`config.mk`:
```
export PLATFORM = sky130hd
export DESIGN_NAME = load_cell_adc_reader_core_flat
export DESIGN_NICKNAME = d
export VERILOG_FILES = /design/src/rtl/lcar_pkg.sv /design/src/rtl/lcar_if.sv /design/src/rtl/lcar_div.sv /design/src/rtl/lcar_mul.sv /design/src/rtl/load_cell_adc_reader_core.sv /design/src/flat_wrapper.sv
export SDC_FILE = /design/constraint.sdc
export NUM_CORES = 1
export LEC_CHECK = 0
export BUFFER_PORTS_ARGS = -buffer_cell sky130_fd_sc_hd__buf_2
export CORE_UTILIZATION = 25
export CTS_CLUSTER_DIAMETER = 40
export DETAILED_ROUTE_END_ITERATION = 10
export PLACE_DENSITY = 0.41
export SYNTH_ARGS = -nofsm -noshare
export SYNTH_HDL_FRONTEND = slang
export SYNTH_SLANG_ARGS = --single-unit
```
`constraint.sdc`:
```
create_clock -name clock -period 6.9 [get_ports clock]
set_input_delay 0 -clock clock [delete_from_list [all_inputs] [get_ports clock]]
set_output_delay 0 -clock clock [all_outputs]
set_load 0.02 [all_outputs]
```
`src/rtl/lcar_pkg.sv`:
```
// Shared types and constants for the load cell ADC reader.
// Field widths, register reset values, register indexes and state codes.
// No dependencies.
package lcar_pkg;

   localparam int RAW_W       = 24;
   localparam int NET_W       = 25;
   localparam int WEIGHT_W    = 25;
   localparam int SCALE_W     = 25;
   localparam int COUNT_W     = 5;
   localparam int Q_SHIFT     = 24;
   localparam int CSR_INDEX_W = 2;
   localparam int CSR_DATA_W  = 25;

   localparam logic [COUNT_W-1:0]       SAMPLE_COUNT_RST = 5'd10;
   localparam logic signed [RAW_W-1:0]  ZERO_OFFSET_RST  = 24'sd127500;
   localparam logic [SCALE_W-1:0]       SCALE_RST        = 25'd155858;

   typedef enum logic [CSR_INDEX_W-1:0] {
      CSR_SAMPLE_COUNT = 2'd0,
      CSR_ZERO_OFFSET  = 2'd1,
      CSR_SCALE        = 2'd2
   } lcar_csr_type;

   typedef enum logic [2:0] {
      ST_IDLE,
      ST_DIV,
      ST_NET,
      ST_MUL,
      ST_OUT
   } lcar_state_type;

   typedef struct packed {
      logic busy;
      logic done;
   } lcar_unit_stat_type;

endpackage

```
`src/rtl/lcar_if.sv`:
```
// Handshake channels of the load cell ADC reader: tick words in, result words out.
// Depends on lcar_pkg for the result field widths.
interface lcar_req_if;
   logic valid;
   logic ready;
   logic data_level;

   modport source (output valid, output data_level, input ready);
   modport sink (input valid, input data_level, output ready);
endinterface

interface lcar_rsp_if import lcar_pkg::*; ();
   logic                       valid;
   logic                       ready;
   logic                       clock_level;
   logic                       reading_valid;
   logic signed [RAW_W-1:0]    raw_average;
   logic signed [NET_W-1:0]    net_reading;
   logic signed [WEIGHT_W-1:0] weight_decigrams;

   modport source (output valid, output clock_level, output reading_valid,
                   output raw_average, output net_reading, output weight_decigrams,
                   input ready);
   modport sink (input valid, input clock_level, input reading_valid,
                 input raw_average, input net_reading, input weight_decigrams,
                 output ready);
endinterface

```
`src/rtl/lcar_div.sv`:
```
// Bit-serial restoring divider: signed sum over a small unsigned count,
// one quotient bit per cycle, truncating toward zero. Depends on lcar_pkg.
module lcar_div import lcar_pkg::*; #(
   parameter int SUM_W = 28,
   parameter int CNT_W = 5
) (
   input  logic                    clock,
   input  logic                    reset,
   input  logic                    start,
   input  logic signed [SUM_W-1:0] dividend,
   input  logic [CNT_W-1:0]        divisor,
   output logic signed [SUM_W-1:0] quotient,
   output lcar_unit_stat_type      stat
);

   localparam int STEP_W = $clog2(SUM_W + 1);

   logic [SUM_W-1:0]        work_ff, work_in;
   logic [CNT_W-1:0]        rem_ff, rem_in;
   logic [CNT_W-1:0]        dsr_ff, dsr_in;
   logic                    neg_ff, neg_in;
   logic [STEP_W-1:0]       step_ff, step_in;
   logic                    busy_ff, busy_in;
   logic                    done_ff, done_in;
   logic signed [SUM_W-1:0] quot_ff, quot_in;
   logic [CNT_W:0]          trial;
   logic                    fits;

   always_comb begin
      trial    = {rem_ff, work_ff[SUM_W-1]};
      fits     = trial >= {1'b0, dsr_ff};
      work_in  = work_ff;
      rem_in   = rem_ff;
      dsr_in   = dsr_ff;
      neg_in   = neg_ff;
      step_in  = step_ff;
      busy_in  = busy_ff;
      done_in  = 1'b0;
      quot_in  = quot_ff;
      if (start) begin
         work_in = dividend[SUM_W-1] ? SUM_W'(-dividend) : SUM_W'(dividend);
         rem_in  = '0;
         dsr_in  = divisor;
         neg_in  = dividend[SUM_W-1];
         step_in = STEP_W'(SUM_W);
         busy_in = 1'b1;
      end else if (busy_ff) begin
         work_in = {work_ff[SUM_W-2:0], fits};
         rem_in  = fits ? CNT_W'(trial - {1'b0, dsr_ff}) : CNT_W'(trial);
         step_in = step_ff - 1'b1;
         if (step_ff == STEP_W'(1)) begin
            busy_in = 1'b0;
            done_in = 1'b1;
            quot_in = neg_ff ? -signed'(work_in) : signed'(work_in);
         end
      end
   end

   always_ff @(posedge clock) begin
      if (reset) begin
         busy_ff <= 1'b0;
         done_ff <= 1'b0;
         step_ff <= '0;
      end else begin
         busy_ff <= busy_in;
         done_ff <= done_in;
         step_ff <= step_in;
      end
      work_ff <= work_in;
      rem_ff  <= rem_in;
      dsr_ff  <= dsr_in;
      neg_ff  <= neg_in;
      quot_ff <= quot_in;
   end

   assign quotient  = quot_ff;
   assign stat.busy = busy_ff;
   assign stat.done = done_ff;

endmodule

```
`src/rtl/lcar_mul.sv`:
```
// Bit-serial shift-add multiplier: signed net value times unsigned Q24 scale,
// one scale bit per cycle, full-width product. Depends on lcar_pkg.
module lcar_mul import lcar_pkg::*; (
   input  logic                                clock,
   input  logic                                reset,
   input  logic                                start,
   input  logic signed [NET_W-1:0]             multiplicand,
   input  logic [SCALE_W-1:0]                  multiplier,
   output logic signed [NET_W+SCALE_W:0]       product,
   output lcar_unit_stat_type                  stat
);

   localparam int STEP_W = $clog2(SCALE_W + 1);

   logic signed [NET_W:0]   hi_ff, hi_in;
   logic [SCALE_W-1:0]      lo_ff, lo_in;
   logic signed [NET_W-1:0] mcand_ff, mcand_in;
   logic [STEP_W-1:0]       step_ff, step_in;
   logic                    busy_ff, busy_in;
   logic                    done_ff, done_in;
   logic signed [NET_W:0]   partial;

   always_comb begin
      partial  = lo_ff[0] ? hi_ff + (NET_W+1)'(mcand_ff) : hi_ff;
      hi_in    = hi_ff;
      lo_in    = lo_ff;
      mcand_in = mcand_ff;
      step_in  = step_ff;
      busy_in  = busy_ff;
      done_in  = 1'b0;
      if (start) begin
         hi_in    = '0;
         lo_in    = multiplier;
         mcand_in = multiplicand;
         step_in  = STEP_W'(SCALE_W);
         busy_in  = 1'b1;
      end else if (busy_ff) begin
         hi_in   = {partial[NET_W], partial[NET_W:1]};
         lo_in   = {partial[0], lo_ff[SCALE_W-1:1]};
         step_in = step_ff - 1'b1;
         if (step_ff == STEP_W'(1)) begin
            busy_in = 1'b0;
            done_in = 1'b1;
         end
      end
   end

   always_ff @(posedge clock) begin
      if (reset) begin
         busy_ff <= 1'b0;
         done_ff <= 1'b0;
         step_ff <= '0;
      end else begin
         busy_ff <= busy_in;
         done_ff <= done_in;
         step_ff <= step_in;
      end
      hi_ff    <= hi_in;
      lo_ff    <= lo_in;
      mcand_ff <= mcand_in;
   end

   assign product   = {hi_ff, lo_ff};
   assign stat.busy = busy_ff;
   assign stat.done = done_ff;

endmodule

```
`src/rtl/load_cell_adc_reader_core.sv`:
```
// Load cell ADC reader: serial clocking of the converter, averaging and scaling.
// A tick word that does not finish an average is answered from the output register in the cycle after it is taken.
// A finishing tick is answered once the bit-serial divider and then the bit-serial 25-bit
// scale multiplier have run.
// No new tick is taken until that tick's word is in the output register.
// Synchronous reset returns the block to idle and the registers to their defaults.
module load_cell_adc_reader_core import lcar_pkg::*; #(
   parameter int DATA_BITS   = 24,
   parameter int MAX_AVERAGE = 16
) (
   input  logic                   clock,
   input  logic                   reset,
   input  logic                   csr_we,
   input  logic [CSR_INDEX_W-1:0] csr_index,
   input  logic [CSR_DATA_W-1:0]  csr_wdata,
   lcar_req_if.sink               req_ch,
   lcar_rsp_if.source             rsp_ch
);

   localparam int SUM_W     = DATA_BITS + $clog2(MAX_AVERAGE);
   localparam int CNT_W     = $clog2(MAX_AVERAGE + 1);
   localparam int CMP_W     = (CNT_W > COUNT_W) ? CNT_W : COUNT_W;
   localparam int PH_W      = $clog2(2 * DATA_BITS + 2);
   localparam int EXT_W     = (SUM_W > NET_W) ? SUM_W : NET_W;
   localparam int PROD_W    = NET_W + SCALE_W + 1;
   localparam int WT_FULL_W = PROD_W - Q_SHIFT;

   localparam logic [PH_W-1:0]             PH_LAST = PH_W'(2 * DATA_BITS);
   localparam logic [PH_W-1:0]             PH_GAIN = PH_W'(2 * DATA_BITS + 1);
   localparam logic [CMP_W-1:0]            N_MAX   = CMP_W'(MAX_AVERAGE);
   localparam logic signed [EXT_W-1:0]     AVG_HI  = EXT_W'((1 << (RAW_W - 1)) - 1);
   localparam logic signed [EXT_W-1:0]     AVG_LO  = -AVG_HI - 1;
   localparam logic signed [WT_FULL_W-1:0] WT_HI   = WT_FULL_W'((1 << (WEIGHT_W - 1)) - 1);
   localparam logic signed [WT_FULL_W-1:0] WT_LO   = -WT_HI - 1;

   logic [COUNT_W-1:0]        sample_count_ff;
   logic signed [RAW_W-1:0]   zero_offset_ff;
   logic [SCALE_W-1:0]        scale_ff;

   lcar_state_type            state_ff, state_in;
   logic [PH_W-1:0]           phase_ff, phase_in;
   logic [DATA_BITS-1:0]      shift_ff, shift_in;
   logic signed [SUM_W-1:0]   sum_ff, sum_in;
   logic [CNT_W-1:0]          readings_ff, readings_in;
   logic signed [RAW_W-1:0]   avg_ff, avg_in;
   logic signed [NET_W-1:0]   net_ff, net_in;

   logic                      rsp_valid_ff, rsp_valid_in;
   logic                      clock_level_ff;
   logic                      reading_valid_ff;
   logic signed [RAW_W-1:0]   raw_avg_ff;
   logic signed [NET_W-1:0]   net_out_ff;
   logic signed [WEIGHT_W-1:0] weight_ff;

   logic                      write_out;
   logic                      out_clk;
   logic                      out_reading;
   logic signed [RAW_W-1:0]   out_avg;
   logic signed [NET_W-1:0]   out_net;
   logic signed [WEIGHT_W-1:0] out_weight;

   logic                      accept;
   logic                      out_free;
   logic signed [SUM_W-1:0]   sum_next;
   logic [CMP_W-1:0]          sc_ext;
   logic [CMP_W-1:0]          n_eff;
   logic [CMP_W-1:0]          count_next;
   logic                      complete;
   logic signed [EXT_W-1:0]   avg_ext;
   logic signed [WT_FULL_W-1:0] wt_full;

   logic                      div_start;
   logic signed [SUM_W-1:0]   div_quot;
   lcar_unit_stat_type        div_stat;
   logic                      mul_start;
   logic signed [PROD_W-1:0]  mul_prod;
   lcar_unit_stat_type        mul_stat;

   always_ff @(posedge clock) begin
      if (reset) begin
         sample_count_ff <= SAMPLE_COUNT_RST;
         zero_offset_ff  <= ZERO_OFFSET_RST;
         scale_ff        <= SCALE_RST;
      end else if (csr_we) begin
         case (csr_index)
            CSR_SAMPLE_COUNT: sample_count_ff <= csr_wdata[COUNT_W-1:0];
            CSR_ZERO_OFFSET:  zero_offset_ff  <= signed'(csr_wdata[RAW_W-1:0]);
            CSR_SCALE:        scale_ff        <= csr_wdata[SCALE_W-1:0];
            default: begin
            end
         endcase
      end
   end

   assign out_free       = !rsp_valid_ff || rsp_ch.ready;
   assign req_ch.ready   = (state_ff == ST_IDLE) && out_free;
   assign accept         = req_ch.valid && req_ch.ready;

   assign sum_next   = sum_ff + SUM_W'(signed'(shift_ff));
   assign sc_ext     = CMP_W'(sample_count_ff);
   assign n_eff      = (sc_ext == '0) ? CMP_W'(1) : ((sc_ext > N_MAX) ? N_MAX : sc_ext);
   assign count_next = CMP_W'(readings_ff) + CMP_W'(1);
   assign complete   = count_next >= n_eff;
   assign avg_ext    = EXT_W'(div_quot);
   assign wt_full    = mul_prod[PROD_W-1:Q_SHIFT];

   always_comb begin
      state_in     = state_ff;
      phase_in     = phase_ff;
      shift_in     = shift_ff;
      sum_in       = sum_ff;
      readings_in  = readings_ff;
      avg_in       = avg_ff;
      net_in       = NET_W'(avg_ff) - NET_W'(zero_offset_ff);
      div_start    = 1'b0;
      mul_start    = 1'b0;
      write_out    = 1'b0;
      out_clk      = 1'b0;
      out_reading  = 1'b0;
      out_avg      = '0;
      out_net      = '0;
      out_weight   = '0;
      case (state_ff)
         ST_IDLE: begin
            if (accept) begin
               if (phase_ff == '0) begin
                  write_out = 1'b1;
                  if (!req_ch.data_level) begin
                     out_clk  = 1'b1;
                     phase_in = PH_W'(1);
                  end
               end else if (phase_ff <= PH_LAST) begin
                  write_out = 1'b1;
                  phase_in  = phase_ff + 1'b1;
                  if (!phase_ff[0]) begin
                     shift_in = {shift_ff[DATA_BITS-2:0], req_ch.data_level};
                     out_clk  = 1'b1;
                  end
               end else begin
                  phase_in = '0;
                  shift_in = '0;
                  if (complete) begin
                     sum_in      = '0;
                     readings_in = '0;
                     div_start   = 1'b1;
                     state_in    = ST_DIV;
                  end else begin
                     sum_in      = sum_next;
                     readings_in = CNT_W'(count_next);
                     write_out   = 1'b1;
                  end
               end
            end
         end
         ST_DIV: begin
            if (div_stat.done) begin
               if (avg_ext > AVG_HI) begin
                  avg_in = AVG_HI[RAW_W-1:0];
               end else if (avg_ext < AVG_LO) begin
                  avg_in = AVG_LO[RAW_W-1:0];
               end else begin
                  avg_in = avg_ext[RAW_W-1:0];
               end
               state_in = ST_NET;
            end
         end
         ST_NET: begin
            mul_start = 1'b1;
            state_in  = ST_MUL;
         end
         ST_MUL: begin
            if (mul_stat.done) begin
               state_in = ST_OUT;
            end
         end
         ST_OUT: begin
            if (out_free) begin
               write_out   = 1'b1;
               out_reading = 1'b1;
               out_avg     = avg_ff;
               out_net     = net_ff;
               if (wt_full > WT_HI) begin
                  out_weight = WT_HI[WEIGHT_W-1:0];
               end else if (wt_full < WT_LO) begin
                  out_weight = WT_LO[WEIGHT_W-1:0];
               end else begin
                  out_weight = wt_full[WEIGHT_W-1:0];
               end
               state_in = ST_IDLE;
            end
         end
         default: begin
            state_in = ST_IDLE;
         end
      endcase
      rsp_valid_in = write_out || (rsp_valid_ff && !rsp_ch.ready);
   end

   always_ff @(posedge clock) begin
      if (reset) begin
         state_ff     <= ST_IDLE;
         phase_ff     <= '0;
         shift_ff     <= '0;
         sum_ff       <= '0;
         readings_ff  <= '0;
         rsp_valid_ff <= 1'b0;
      end else begin
         state_ff     <= state_in;
         phase_ff     <= phase_in;
         shift_ff     <= shift_in;
         sum_ff       <= sum_in;
         readings_ff  <= readings_in;
         rsp_valid_ff <= rsp_valid_in;
      end
      avg_ff <= avg_in;
      if (state_ff == ST_NET) begin
         net_ff <= net_in;
      end
      if (write_out) begin
         clock_level_ff   <= out_clk;
         reading_valid_ff <= out_reading;
         raw_avg_ff       <= out_avg;
         net_out_ff       <= out_net;
         weight_ff        <= out_weight;
      end
   end

   lcar_div #(
      .SUM_W (SUM_W),
      .CNT_W (CNT_W)
   ) u_div (
      .clock    (clock),
      .reset    (reset),
      .start    (div_start),
      .dividend (sum_next),
      .divisor  (CNT_W'(count_next)),
      .quotient (div_quot),
      .stat     (div_stat)
   );

   lcar_mul u_mul (
      .clock        (clock),
      .reset        (reset),
      .start        (mul_start),
      .multiplicand (net_in),
      .multiplier   (scale_ff),
      .product      (mul_prod),
      .stat         (mul_stat)
   );

   assign rsp_ch.valid            = rsp_valid_ff;
   assign rsp_ch.clock_level      = clock_level_ff;
   assign rsp_ch.reading_valid    = reading_valid_ff;
   assign rsp_ch.raw_average      = raw_avg_ff;
   assign rsp_ch.net_reading      = net_out_ff;
   assign rsp_ch.weight_decigrams = weight_ff;

`ifndef SYNTHESIS
   a_div_done_in_div: assert property (@(posedge clock) disable iff (reset)
      div_stat.done |-> state_ff == ST_DIV)
      else $error("Divider finished outside the divide state.");

   a_mul_done_in_mul: assert property (@(posedge clock) disable iff (reset)
      mul_stat.done |-> state_ff == ST_MUL)
      else $error("Multiplier finished outside the multiply state.");

   a_units_quiet_idle: assert property (@(posedge clock) disable iff (reset)
      state_ff == ST_IDLE |-> !div_stat.busy && !mul_stat.busy)
      else $error("Arithmetic unit busy while the sequencer is idle.");

   a_phase_bound: assert property (@(posedge clock) disable iff (reset)
      phase_ff <= PH_GAIN && int'(readings_ff) < MAX_AVERAGE)
      else $error("Bit phase or reading count out of range.");

   a_idle_word_zero: assert property (@(posedge clock) disable iff (reset)
      rsp_valid_ff && !reading_valid_ff |->
         raw_avg_ff == '0 && net_out_ff == '0 && weight_ff == '0)
      else $error("Result fields nonzero on a word without a reading.");
`endif

endmodule

```
`src/flat_wrapper.sv`:
```
// flat-port wrapper written by rule: the top's interface ports become plain ports
module load_cell_adc_reader_core_flat import lcar_pkg::*;
#(
   parameter int DATA_BITS   = 24,
   parameter int MAX_AVERAGE = 16
)
  (clock, reset, csr_we, csr_index, csr_wdata, req_ch_valid, req_ch_data_level, req_ch_ready, rsp_ch_valid, rsp_ch_clock_level, rsp_ch_reading_valid, rsp_ch_raw_average, rsp_ch_net_reading, rsp_ch_weight_decigrams, rsp_ch_ready);
  lcar_req_if req_ch_i ();
  lcar_rsp_if rsp_ch_i ();
  input  logic clock;
  input  logic reset;
  input  logic csr_we;
  input  logic [CSR_INDEX_W-1:0] csr_index;
  input  logic [CSR_DATA_W-1:0] csr_wdata;
  input wire logic [$bits(req_ch_i.valid)-1:0] req_ch_valid;
  input wire logic [$bits(req_ch_i.data_level)-1:0] req_ch_data_level;
  output wire logic [$bits(req_ch_i.ready)-1:0] req_ch_ready;
  output wire logic [$bits(rsp_ch_i.valid)-1:0] rsp_ch_valid;
  output wire logic [$bits(rsp_ch_i.clock_level)-1:0] rsp_ch_clock_level;
  output wire logic [$bits(rsp_ch_i.reading_valid)-1:0] rsp_ch_reading_valid;
  output wire logic [$bits(rsp_ch_i.raw_average)-1:0] rsp_ch_raw_average;
  output wire logic [$bits(rsp_ch_i.net_reading)-1:0] rsp_ch_net_reading;
  output wire logic [$bits(rsp_ch_i.weight_decigrams)-1:0] rsp_ch_weight_decigrams;
  input wire logic [$bits(rsp_ch_i.ready)-1:0] rsp_ch_ready;
  assign req_ch_i.valid = req_ch_valid;
  assign req_ch_i.data_level = req_ch_data_level;
  assign req_ch_ready = req_ch_i.ready;
  assign rsp_ch_valid = rsp_ch_i.valid;
  assign rsp_ch_clock_level = rsp_ch_i.clock_level;
  assign rsp_ch_reading_valid = rsp_ch_i.reading_valid;
  assign rsp_ch_raw_average = rsp_ch_i.raw_average;
  assign rsp_ch_net_reading = rsp_ch_i.net_reading;
  assign rsp_ch_weight_decigrams = rsp_ch_i.weight_decigrams;
  assign rsp_ch_i.ready = rsp_ch_ready;
  load_cell_adc_reader_core #(.DATA_BITS(DATA_BITS), .MAX_AVERAGE(MAX_AVERAGE)) u_core (.clock(clock), .reset(reset), .csr_we(csr_we), .csr_index(csr_index), .csr_wdata(csr_wdata), .req_ch(req_ch_i), .rsp_ch(rsp_ch_i));
endmodule
```
==> impl_metrics.ini <==
[synth]
synth_top_area_share_pct = 32.4
syn_area_um2 = 19600
yosys-top-cells-area = edfxtp_1 32%, dfxtp_1 17%, ha_1 6.1%, nand2_1 5.9%, a21oi_1 4.4%
synth_cell_types = 87
synth.largest_area_cell = edfxtp_1
ys_seq_elements = 377
synthFlopType = edfxtp_1
ys_seq_area_share_pct = 49.3
synthCells = 2033
ys_warn_count = 0
synth_fp_nets = 2165
synth_edf_count = 212
syn_area_per_cell_um2 = 9.65
synthArstFlopShare_pct = 0

[floorplanning]
start_util_pct = 25.3
die_w_um = 282
die_y_um = 282
dieArea_um2 = 79600
core_um2 = 77600
pin_count = 111
fp-row-count = 102

[place]
routabilityCongestion = 0.846
dp_hpwl_um = 38400
portBuffers = 110

[cells_and_area]
drive_above_1_share_pct = 12.8
fin_nets = 2306
layout_commonest_cell = nand2_1
fin_util_pct = 31.1
area.growth.synth_to_final_pct = 22.9
diodes = 0
layout_common_cells = 307 x nand2_1, 212 x edfxtp_1, 173 x a21oi_1, 165 x dfxtp_1, 137 x nor2_1
fill_cells = 8171

[power_and_ir_drop]
pwr-share-clk_pct = 52.9
p_sw_share_pct = 25.1
p_switching_mw = 1.70
peakVddDrop_mv = 0.143
pwr-share-seq_pct = 37.6
p_leak_nw = 9.48
combPwrFrac_pct = 9.6
powerDensity_nw_per_um2 = 281
intPower_mw = 5.07
power_mw = 6.77

[hold_path]
hold-path-cell-count = 5
min_path_type = input port to flop
hp-start = csr_we

[cts]
post_cts_buffers = 0
clkSlewWorstSetupHoldPaths_ps = 40
clk_latency_ps = 610
cts_tree = yes
cts_max_level = 3
cts_buffers = 74
cts.sink_count = 377
cts_root_buf = clkbuf_16
clockBufferDepth = 3

[grt]
grt_use_total_pct = 13.3
antenna_found_initial = 2
overflow = 0
grt_pass1_vias = 14800
grt_pass1_wl_um = 82700
grt_max_degree = 83

[sta]
finClkSkew_ps = 31.0
holdWs_ps = 98.9
tns_ps = 0
final.period_utilization_pct = 56.7
finalSetupViolCount = 0
max_slew.worst_pin.slew_ps = 1180
slew_viol_final = 0
hold_violations = 0
max_freq_mhz = 256
grt_setup_unrepaired = false
max_slew_margin_pct = 21.1
fin_crit_ps = 3910

[worst_setup_path]
cp_max_fo = 4
r2r-start = u_core.shift_ff[0]$_SDFFE_PP0P_
crit_required_ps = 7240
critPathSlowestCell = a2111o_1
start_kind = flop
path_cells = ha_1 -> fa_1 -> a211oi_2 -> o211ai_2 -> and3_4 -> or3_1 -> a2111o_1 -> nor4_2 -> nand4_2 -> o31ai_1 -> xor2_1 -> o21ai_1
end_kind = flop
critPathKind = flop to flop
crit_arrival_ps = 4250
crit_buf_inv = 0
reg2regPathDepth = 12
crit_start = u_core.shift_ff[0]$_SDFFE_PP0P_
max_stage_delay_ps = 490
cp_top_family = compound AO/OA/AOI/OAI gates
cp.depth = 12

[routing]
vias = 15000
wirelength_um = 53500
first_iter_violations = 757
dr.pass1.iters = 6
drc = 0
via_per_inst = 4.60
wl_per_cell_um = 16.4
ant_nets = 0

[run_status]
outcome = complete, no violations

[job]
maxCapViolations = 0
tightest hold or removal path: cells and delay by family:
family | cells | cell delay (ps)
AND/OR/NAND/NOR | 2 | 230
buffers and inverters | 2 | 290
multiplexers | 1 | 120
logic make-up (layout without fill, tap and decap cells):
group | count (synthesis) | in the layout | share of synthesized area [%]
compound gates | 512 | 512 | 16.6
flops | 377 | 377 | 49.3
mux | 27 | 27 | 1.38
simple gates | 710 | 710 | 17.0
buf+inv | 180 | 379 | 3.54
xor+xnor | 128 | 128 | 5.75
fa+ha+maj | 99 | 99 | 6.46
final timing paths:
check | to | slack, ps
worst min register to register | u_core.scale_ff[2]$_SDFFE_PP0P_ | 450
worst max-delay path | u_core.u_div.work_ff[25]$_DFFE_PP_ | 2990
worst max register to register | u_core.u_div.work_ff[25]$_DFFE_PP_ | 2990
worst min-delay path | u_core.sample_count_ff[0]$_SDFFE_PP0P_ | 100
through the flow:
| step | cells | instance area [um2] | setup slack (ps) |
|---|---|---|---|
| 4_1_cts | 3272 | 24100 | 2940 |
| 3_3_place_gp | 3099 | 21200 | 2990 |
| 2_1_floorplan | 2033 | 19600 | 3050 |
| 3_5_place_dp | 3099 | 21200 | 2940 |
| 5_1_grt | 3272 | 24100 | 2720 |
| 6_report | 3272 | 24100 | 2990 |
layout make-up:
cell class	instances	area, um2	area share [%]
flip-flops and latches	377	9670	40.1
multi-input cells	1476	9290	38.5
clock buffers	92	2010	8.34
well taps	1040	1300	5.39
repair buffers	169	1090	4.53
clock inverters	42	477	1.98
inverters	76	285	1.18
routing by layer:
| metal | GRT usage [%] | share of wire, % |
|---|---|---|
| met4 | 4.95 | 3.0 |
| met1 | 16.4 | 45 |
| met5 | 0 | 0 |
| met3 | 2.54 | 3.1 |
| met2 | 22.9 | 49 |
sequential cells by signal (all words and copies together), names as in the netlist, 3 cells and up:
signal,count
u_core.sum_ff,28
u_core.u_div.quotient,28
u_core.u_div.work_ff,28
u_core.rsp_ch.net_reading,25
u_core.rsp_ch.weight_decigrams,25
u_core.scale_ff,25
u_core.u_mul.hi_ff,25
u_core.u_mul.lo_ff,25
u_core.u_mul.mcand_ff,25
u_core.avg_ff,24
u_core.rsp_ch.raw_average,24
u_core.shift_ff,24
u_core.zero_offset_ff,24
u_core.phase_ff,6
u_core.readings_ff,5
u_core.sample_count_ff,5
u_core.u_div.dsr_ff,5
u_core.u_div.rem_ff,5
u_core.u_div.step_ff,5
u_core.u_mul.step_ff,5
u_core.state_ff,3
repair_timing:
| action | CTS | global route |
|---|---|---|
| hold buffers | 39 | 0 |
| gates resized for setup | 0 | 0 |
| endpoints found under the hold margin | 65 | 0 |
power groups by stage:
stage,registers [mW],logic (mW),clock network [mW]
2_1_floorplan,2.57,0.462,0
4_1_cts,2.55,0.655,3.67
3_3_place_gp,2.59,0.631,0
5_1_grt,2.56,0.738,3.77
6_report,2.54,0.648,3.58
3_5_place_dp,2.59,0.636,0
cells in the mapped netlist (23+ instances only):
cell type	instances
nand2_1	308
a21oi_1	174
dfxtp_1	165
o21ai_0	105
inv_1	76
nor3_1	36
and2_1	52
clkbuf_1	92
a21o_1	42
nor2b_1	23
nor2_1	137
xor2_1	43
mux2i_1	26
xnor2_1	84
nand3_1	43
a22oi_1	37
ha_1	95
edfxtp_1	212
Power figures use the tool's default switching activity.
